File: src/rtl/isb_pkg.sv
`default_nettype none

package isb_pkg;

  // Build depth of the stack and the widths that follow from it
  localparam int unsigned DEPTH   = 64;
  localparam int unsigned CNT_W   = $clog2(DEPTH + 1);
  localparam int unsigned IDX_W   = (DEPTH > 1) ? $clog2(DEPTH) : 1;

  // Fixed field widths
  localparam int unsigned WORD_W  = 32;
  localparam int unsigned CMD_W   = 3;
  localparam int unsigned CAP_W   = 7;
  localparam int unsigned POS_W   = 6;
  localparam int unsigned COUNT_W = 7;
  localparam int unsigned CAP_RST = 64;

  // Common width for count/capacity compares and output truncation
  localparam int unsigned EXT_W   = (CNT_W > CAP_W) ? CNT_W : CAP_W;

  // Search priority tree: groups of eight cells
  localparam int unsigned GRP_SZ  = 8;
  localparam int unsigned GRP_IW  = 3;
  localparam int unsigned NGRP    = (DEPTH + GRP_SZ - 1) / GRP_SZ;
  localparam int unsigned NGRP_W  = (NGRP > 1) ? $clog2(NGRP) : 1;

  typedef enum logic [CMD_W-1:0] {
    CMD_PUSH   = 3'd0,
    CMD_POP    = 3'd1,
    CMD_PEEK   = 3'd2,
    CMD_CLEAR  = 3'd3,
    CMD_SEARCH = 3'd4
  } cmd_e;

  // Per-cycle control broadcast along the chain
  typedef struct packed {
    logic push;
    logic pop;
    logic search;
  } isb_ctrl_t;

  typedef struct packed {
    logic               status;
    logic [WORD_W-1:0]  data;
    logic [POS_W-1:0]   pos;
    logic [COUNT_W-1:0] count;
    logic               full;
    logic               empty;
  } isb_res_t;

endpackage

`default_nettype wire

File: src/rtl/isb_cell.sv
`default_nettype none

// One stack entry. Push moves words away from the top, pop moves them back.
module isb_cell (
  input  wire                             clk_i,
  input  wire  isb_pkg::isb_ctrl_t        ctrl_i,
  input  wire  logic [isb_pkg::WORD_W-1:0] above_i,
  input  wire  logic [isb_pkg::WORD_W-1:0] below_i,
  input  wire  logic [isb_pkg::WORD_W-1:0] key_i,
  input  wire                             occupied_i,
  output logic [isb_pkg::WORD_W-1:0]      word_o,
  output logic                            match_o
);
  import isb_pkg::*;

  logic [WORD_W-1:0] word_q;
  logic              match_q;

  always_ff @(posedge clk_i) begin
    if (ctrl_i.push) begin
      word_q <= above_i;
    end else if (ctrl_i.pop) begin
      word_q <= below_i;
    end
    if (ctrl_i.search) begin
      match_q <= occupied_i && (word_q == key_i);
    end
  end

  assign word_o  = word_q;
  assign match_o = match_q;

endmodule

`default_nettype wire

File: config.mk
export PLATFORM = sky130hd
export DESIGN_NAME = isb_cell
export DESIGN_NICKNAME = d
export VERILOG_FILES = /design/src/rtl/isb_pkg.sv /design/src/rtl/isb_cell.sv
export SDC_FILE = /design/constraint.sdc
export NUM_CORES = 1
export LEC_CHECK = 0
export ABC_AREA = 1
export BUFFER_PORTS_ARGS = -buffer_cell sky130_fd_sc_hd__buf_2
export CAP_MARGIN = 10
export CORE_ASPECT_RATIO = 1.4
export CORE_MARGIN = 1
export CORE_UTILIZATION = 35
export CTS_CLUSTER_DIAMETER = 120
export DETAILED_ROUTE_END_ITERATION = 12
export HOLD_SLACK_MARGIN = 0.15
export PLACE_DENSITY = 0.71
export SLEW_MARGIN = 40
export SYNTH_ARGS = -nofsm -noshare
export SYNTH_HDL_FRONTEND = slang
export SYNTH_SLANG_ARGS = --single-unit
File: constraint.sdc
create_clock -name clk_i -period 1.2 [get_ports clk_i]
set_clock_uncertainty 0.15 [all_clocks]
set_input_delay 0.06 -clock clk_i [delete_from_list [all_inputs] [get_ports clk_i]]
set_output_delay 0.06 -clock clk_i [all_outputs]
set_load 0.01 [all_outputs]
==> results by group <==
Die
  • Num ports: 134
  • Die area: 5990 um^2
  • Core Box Area: between 5000 and 6000 um^2
  • Die span in y: 91.2 um
  • # rows: 32
  • Initial Util: 0.362
  • Die Width: 65.7 um

Global routing
  • GRT Overall Usage: 0.239
  • First-pass GRT wire length: 10.8 mm
  • GR Overflow Total: 0
  • Vias in the first global route: around 2500
  • Initial antenna violation count: 0
  • Largest net degree at the start of global routing: 33

Final layout
  • Layout cells sized above 1: 0.323
  • Final #Nets: 583
  • Diode count: 0
  • Final Cell Area: around 3600 um^2
  • Layout area overhead: 79.4%
  • Most common cell after layout, fill and taps aside: nand2_1
  • Fillers: 441
  • Most frequent cells in the layout: nand2_1, buf_2, dlygate4sd3_1

STA
  • Final hold vios: 0
  • Fmax: 758 MHz
  • Setup-failing EPs final: 1
  • Setup TNS: -119 ps
  • Crit path time final: ~1300 ps
  • RSZ-0062 raised after global routing: true
  • Final worst-path setup slack: -119 ps
  • Period utilization: 1.10
  • Slew Viols, Final: 0
  • Worst slew margin: 0.620
  • Worst Tran Pin Value: 569 ps
  • Hold WS: 141 ps

Clocking
  • Hold Buf Count CTS: 65
  • Num Clock Sinks: 33
  • Clock transition at path regs: around 80 ps
  • Post-CTS Setup Bufs: 0
  • Clk Latency, worst-skew pair: 280 ps
  • CTS tree: yes
  • Clk root buf: clkbuf_8
  • Clock tree buffer depth: 2
  • CTS Buf Count: 5
  • Htree depth: 2

Synth
  • Synth Instances: between 200 and 300
  • Register area share after synthesis: 0.498
  • Syn. warnings: 0
  • Post-synthesis cell type count: 16
  • Mean Syn Cell Area: 7.15 um^2
  • Synth Register Bits: 33
  • Syn_nets: 379
  • Mapped cell area: 1990 um^2

Hold path
  • Hold Path Class: in2reg

Placed design
  • RePlAce Congestion: 0.835
  • HPWL Detailed: 4.22 mm
  • Place WS: -171 ps
  • Post-DP Area: 2770 um^2
  • PortBufs: around 130

Power and ir drop
  • Worst VDD drop: between 0.7 and 0.8 mV
  • Lkg Pwr: a little under 0.002 uW
  • PwrDens: 987 nW/um^2

Setup path
  • FF-to-FF setup slack: -120 ps
  • Critical Path RT: 1190 ps
  • Crit start category: register
  • CP Max Fanout: 3
  • FF-to-FF Start: word_o[13]
  • Worst setup endpoint: match_o
  • Depth of the worst register-to-register path: 7
  • Critical Path Start: word_o[13]
  • CP arrival: 1310 ps
  • Critical path type: reg2reg
  • R2r endpoint: match_o
  • Worst setup EP type: register

Run status
  • Status: finished with violations
  • Failing checks: negative setup slack

Routing
  • TritonRoute pass-1 iters: 5
  • Vias: 2423
  • Number of vias per cell: 4.40
  • Residual DRC: 0
  • WL/cell: 12.3 um
  • Violation count after the first detailed-routing iteration: 72
  • Post-Route WL: 6.78 mm
  • Routed Antenna Nets: 0

Run
  • Max-Cap Viols: 0
through the flow:
| stage | power (uW) | util | instances |
|---|---|---|---|
| floorplan | 1890 | - | 278 |
| global placement | 2260 | 0.506 | 478 |
| detailed placement | 2280 | 0.506 | 478 |
| CTS | 3500 | 0.646 | 551 |
| global route | 3720 | 0.650 | 551 |
| finish | 3520 | 0.650 | 551 |
synth_stat cells:
master | count | area share
nand2_1 | 158 | 0.30
o21ai_0 | 3 | 0.0075
nor3_2 | 1 | 0.0050
edfxtp_1 | 33 | 0.50
xor2_1 | 3 | 0.013
o211ai_1 | 1 | 0.0038
nand3_1 | 3 | 0.0075
o21a_1 | 1 | 0.0038
xnor2_1 | 4 | 0.018
or2_2 | 1 | 0.0031
inv_2 | 3 | 0.0057
inv_1 | 38 | 0.072
or2_0 | 2 | 0.0063
buf_2 | 7 | 0.018
o21ai_1 | 4 | 0.010
nor2_1 | 16 | 0.030
worst min path at each step:
stage	start	end	cells past startpoint
6_report	ctrl_i[1]	word_o[31]	3
5_1_grt	ctrl_i[1]	word_o[31]	3
4_1_cts	ctrl_i[1]	word_o[31]	3
3_5_place_dp	ctrl_i[0]	match_o	1
3_3_place_gp	ctrl_i[0]	match_o	1
2_1_floorplan	ctrl_i[0]	match_o	0
final cells by class:
class                      count  area (um^2)  share of cell area
clock buffer                   5         68.8              0.0193
clock inverter                 3         46.3              0.0130
inverter                      41          154              0.0432
multi-input combinational    197          818               0.229
sequential                    33          991               0.278
tap                           68         85.1              0.0239
timing repair buffer         204         1400               0.393
report_power, final:
part / total, uW / leakage [uW] / switching (uW) / internal, uW
registers: 1500 / 0.000340 / 83.5 / 1420
clock network: 1060 / 0.0000543 / 443 / 622
logic: 955 / 0.00157 / 448 / 507
metal layers:
metal	GRT usage	vias up	part of all wire
met5	0	-	0
met4	0.0996	0	0.030
met3	0.0402	18	0.054
met2	0.478	102	0.57
met1	0.223	1060	0.35
li1	-	1243	-
timing repair:
| action | in CTS | in global routing |
|---|---|---|
| cloned | 0 | 0 |
| hold endpoints to repair | 65 | 17 |
| gates resized for setup | 3 | 5 |
| pin swaps | 3 | 2 |
| endpoints found under the setup margin | 1 | 3 |
cells by family after synthesis:
logic type / share of synthesized area
XOR/XNOR: 0.0308
AND/OR/NAND/NOR: 0.351
buffers and inverters: 0.0950
flip-flops: 0.498
AO/OA/AOI/OAI: 0.0252
worst max-delay path, cell delays in order, from the launching register on:
cell and delay (ps):
edfxtp_1 420, nand2_1 80, o21ai_1 60, nor2_1 120
nand2_1 80, nor2_2 100, nand3_1 70, nor2_1 90
flip-flops by register name, summed over array words and instances, names as in the netlist:
signal,cells
word_o,32
match_o,1
Note: power is estimated with default switching activity, not from simulation.
