[config.mk]
export PLATFORM = sky130hd
export DESIGN_NAME = isb_prio
export DESIGN_NICKNAME = d
export VERILOG_FILES = /design/src/rtl/isb_pkg.sv /design/src/rtl/isb_prio.sv
export SDC_FILE = /design/constraint.sdc
export NUM_CORES = 1
export LEC_CHECK = 0
export BUFFER_PORTS_ARGS = -buffer_cell sky130_fd_sc_hd__buf_2
export CORE_UTILIZATION = 40
export CTS_CLUSTER_DIAMETER = 50
export CTS_CLUSTER_SIZE = 28
export DETAILED_ROUTE_END_ITERATION = 8
export HOLD_SLACK_MARGIN = 0.05
export PLACE_DENSITY = 0.71
export SLEW_MARGIN = 15
export SYNTH_ARGS = -nofsm -noshare
export SYNTH_HDL_FRONTEND = slang
export SYNTH_SLANG_ARGS = --single-unit
[constraint.sdc]
create_clock -name clk_i -period 1.7 [get_ports clk_i]
set_input_delay 0.425 -clock clk_i [delete_from_list [all_inputs] [get_ports clk_i]]
set_output_delay 0.425 -clock clk_i [all_outputs]
set_load 0.005 [all_outputs]
[src/rtl/isb_pkg.sv]
`default_nettype none

package isb_pkg;

  // Build depth of the stack and the widths that follow from it
  localparam int unsigned DEPTH   = 64;
  localparam int unsigned CNT_W   = $clog2(DEPTH + 1);
  localparam int unsigned IDX_W   = (DEPTH > 1) ? $clog2(DEPTH) : 1;

  // Fixed field widths
  localparam int unsigned WORD_W  = 32;
  localparam int unsigned CMD_W   = 3;
  localparam int unsigned CAP_W   = 7;
  localparam int unsigned POS_W   = 6;
  localparam int unsigned COUNT_W = 7;
  localparam int unsigned CAP_RST = 64;

  // Common width for count/capacity compares and output truncation
  localparam int unsigned EXT_W   = (CNT_W > CAP_W) ? CNT_W : CAP_W;

  // Search priority tree: groups of eight cells
  localparam int unsigned GRP_SZ  = 8;
  localparam int unsigned GRP_IW  = 3;
  localparam int unsigned NGRP    = (DEPTH + GRP_SZ - 1) / GRP_SZ;
  localparam int unsigned NGRP_W  = (NGRP > 1) ? $clog2(NGRP) : 1;

  typedef enum logic [CMD_W-1:0] {
    CMD_PUSH   = 3'd0,
    CMD_POP    = 3'd1,
    CMD_PEEK   = 3'd2,
    CMD_CLEAR  = 3'd3,
    CMD_SEARCH = 3'd4
  } cmd_e;

  // Per-cycle control broadcast along the chain
  typedef struct packed {
    logic push;
    logic pop;
    logic search;
  } isb_ctrl_t;

  typedef struct packed {
    logic               status;
    logic [WORD_W-1:0]  data;
    logic [POS_W-1:0]   pos;
    logic [COUNT_W-1:0] count;
    logic               full;
    logic               empty;
  } isb_res_t;

endpackage

`default_nettype wire

[src/rtl/isb_prio.sv]
`default_nettype none

// Find the first set match bit (cell nearest the top), two levels:
// registered per-group pick, then a pick across groups.
module isb_prio (
  input  wire                            clk_i,
  input  wire  logic [isb_pkg::DEPTH-1:0] match_i,
  output logic                           hit_o,
  output logic [isb_pkg::IDX_W-1:0]      idx_o
);
  import isb_pkg::*;

  logic [NGRP*GRP_SZ-1:0] match_pad;
  logic [NGRP-1:0]        grp_hit_d, grp_hit_q;
  logic [GRP_IW-1:0]      grp_idx_d [NGRP];
  logic [GRP_IW-1:0]      grp_idx_q [NGRP];
  logic [NGRP_W+GRP_IW-1:0] k_full;
  logic                   hit;

  assign match_pad = {{(NGRP*GRP_SZ-DEPTH){1'b0}}, match_i};

  always_comb begin
    for (int g = 0; g < NGRP; g++) begin
      grp_hit_d[g] = 1'b0;
      grp_idx_d[g] = '0;
      for (int b = GRP_SZ - 1; b >= 0; b--) begin
        if (match_pad[g*GRP_SZ+b]) begin
          grp_hit_d[g] = 1'b1;
          grp_idx_d[g] = GRP_IW'(b);
        end
      end
    end
  end

  always_ff @(posedge clk_i) begin
    grp_hit_q <= grp_hit_d;
    grp_idx_q <= grp_idx_d;
  end

  always_comb begin
    hit    = 1'b0;
    k_full = '0;
    for (int g = NGRP - 1; g >= 0; g--) begin
      if (grp_hit_q[g]) begin
        hit    = 1'b1;
        k_full = {NGRP_W'(g), grp_idx_q[g]};
      end
    end
  end

  assign hit_o = hit;
  assign idx_o = k_full[IDX_W-1:0];

endmodule

`default_nettype wire

==> metrics.txt <==
DR vias=1513; Post-DRT Antenna Nets=0; synth unique cells=26; dpl ws=-0.0736 ns; critical-path cell list=or2b_2 > o22ai_1 > or4_1 > a31oi_1 > buf_2; violated checks=setup timing; Max Cap Viol=0; via density per instance=4.85; utilization after layout=58.2%; # nets final=330; clk root buf=clkbuf_4; outcome=finished with violations; Area Overhead vs Synth=35.6%; final setup vio count=7; crit start category=flip-flop; post-synthesis area per instance=8.01 µm²; antenna violations before repair=0; Crit path largest cell delay=0.48 ns; row cnt=21; DR pass1 iterations=4; Final Hold Fails=0; Leakage=0.937 nW; worst-path fanout max=3; Slew Viols, Final=0; DIE AREA=3910 µm²; Post-Route WL=3030 µm; fin cells=312; CTS Buffer Depth=2; CP arrival=1.68 ns; # hold bufs at CTS=0; core box area=3420 µm²; sequential area share after synthesis=43.7%; CP delay by family, top=simple AND/OR/NAND/NOR gates; hpwl dp=2590 µm; slew margin rel.=74.2%; pin count of the biggest net entering global routing=11; Num CTS Buffers=5; Power Density=714 nW/µm²; TritonCTS clock tree=yes; Cell Area, Synth=1470 µm²; Synthesis Warnings=0; WL per Instance=9.70 µm; first-pass GRT wire length=5330 µm; Routability Congestion=0.715; Worst Hold Class=primary input to flip-flop; ANT cells=0; crit path max-delay cell type=or4_1; register bit total from synthesis=32; FILL cells=331; WHS Path Cells=2; CTS H-tree depth=2; Min-Delay Startpoint=match_i[16]; Peak Freq=475 MHz; Setup WS post-layout=-0.404 ns; Buf+Inv Stages, Crit Path=1; Final period util=124%; Placed Instances=304; Worst Hold End=grp_idx_q[15]; Global Route Usage Sum=16.9%; layout cell share with drive strength beyond 1=35.3%; peak supply drop=0.379 mV; Overall Power=1.42 mW; Chip Width=62.5 µm; Clock transition at path regs=0.09 ns; DRC errors left=0; Top Ports=72; CP Data Required Time=1.27 ns; Net Count, Synth=248; unrepaired setup endpoints after global routing=yes; Initial Util=42.9%; Setup crit start=grp_hit_q[5]; worst slew pin tran=0.383 ns; IO Port Bufs=71; CTS Sinks=32; Crit. End Element=output port; synthesized netlist cell count=183; vias in the first global route=1350; most frequent cells in the layout=71 x buf_2, 27 x dfxtp_1, 24 x nor3_1; commonest non-fill, non-tap cell in the layout=buf_2; Iteration-0 DRC Markers=59; total gr overflow=0; critical path class=flip-flop to output port; die height=62.5 µm; minimum clock period=2.10 ns
## how the worst max path moves through the flow
stage	end	slack [ns]	cells past startpoint
2_1_floorplan	idx_o[0]	0.11	4
3_3_place_gp	idx_o[2]	-0.04	5
3_5_place_dp	idx_o[2]	-0.07	5
4_1_cts	idx_o[2]	-0.41	5
5_1_grt	idx_o[0]	-0.49	5
6_report	idx_o[2]	-0.40	5
## layer usage
metal | GRT usage [%] | vias to the layer above | part of all wire (%)
li1 | - | 830 | -
met1 | 22.2 | 626 | 50
met2 | 25.5 | 49 | 42
met3 | 4.01 | 8 | 6.6
met4 | 8.72 | 0 | 1.8
met5 | 0 | - | 0
## flip-flops by register name, summed over array words and instances (netlist names)
name and flops:
grp_idx_q 24, grp_hit_q 8
## kinds of logic (layout without fill, tap and decap cells)
group	Yosys count	after routing	synth area share, %
buffers and inverters	20	103	5.12
and+or+nand+nor	88	88	32.3
DFF	32	32	43.7
AOI/OAI and AO/OA	43	43	18.9
## cell type report
type	instances	area [µm²]	area share [%]
sequential	32	647	32.5
clock buffer	6	51.3	2.58
timing repair buffer	75	385	19.4
tap	46	57.6	2.89
inverter	20	75.1	3.78
multi-input combinational	131	762	38.3
clock inverter	2	10.0	0.503
## metrics by stage
stage	instance area (µm²)	setup TNS, ns	hold WS, ns
after global routing	1990	-2.06	0.256
after detailed placement	1910	-0.141	0.615
after global placement	1910	-0.0789	0.616
after floorplan	1470	0	0.494
after CTS	1990	-1.55	0.256
final	1990	-1.41	0.270
## what timing repair did
action	in CTS	in global routing
setup endpoints to repair	7	7
gates resized for setup	5	2
buffers inserted	0	0
pin swaps	2	0
## cell usage after synthesis
| library cell | n | share of area, % |
|---|---|---|
| a211o_1 | 1 | 0.60 |
| a21oi_1 | 18 | 6.1 |
| a221oi_1 | 3 | 1.8 |
| a22oi_1 | 3 | 1.5 |
| a31oi_1 | 2 | 0.85 |
| and2_1 | 1 | 0.43 |
| and2b_1 | 1 | 0.51 |
| dfxtp_1 | 32 | 44 |
| inv_1 | 20 | 5.1 |
| nand2_1 | 11 | 2.8 |
| nand2b_1 | 8 | 3.4 |
| nand3_1 | 1 | 0.34 |
| nor2_1 | 12 | 3.1 |
| nor2b_1 | 8 | 3.4 |
| nor2b_4 | 1 | 0.94 |
| nor3_1 | 25 | 8.5 |
| nor4_1 | 16 | 6.8 |
| o211ai_1 | 1 | 0.51 |
| o21ai_0 | 2 | 0.68 |
| o21bai_1 | 8 | 4.1 |
| o221a_2 | 1 | 0.77 |
| o221ai_1 | 1 | 0.60 |
| o22ai_1 | 3 | 1.3 |
| or2_2 | 1 | 0.43 |
| or2b_2 | 1 | 0.60 |
| or4_1 | 2 | 1.0 |
## report_power, final
group	total [mW]	switching [mW]	internal (mW)
Sequential	0.790	0.0112	0.779
Clock	0.433	0.237	0.196
Combinational	0.196	0.0934	0.103
(Power assumes the default switching activity.)
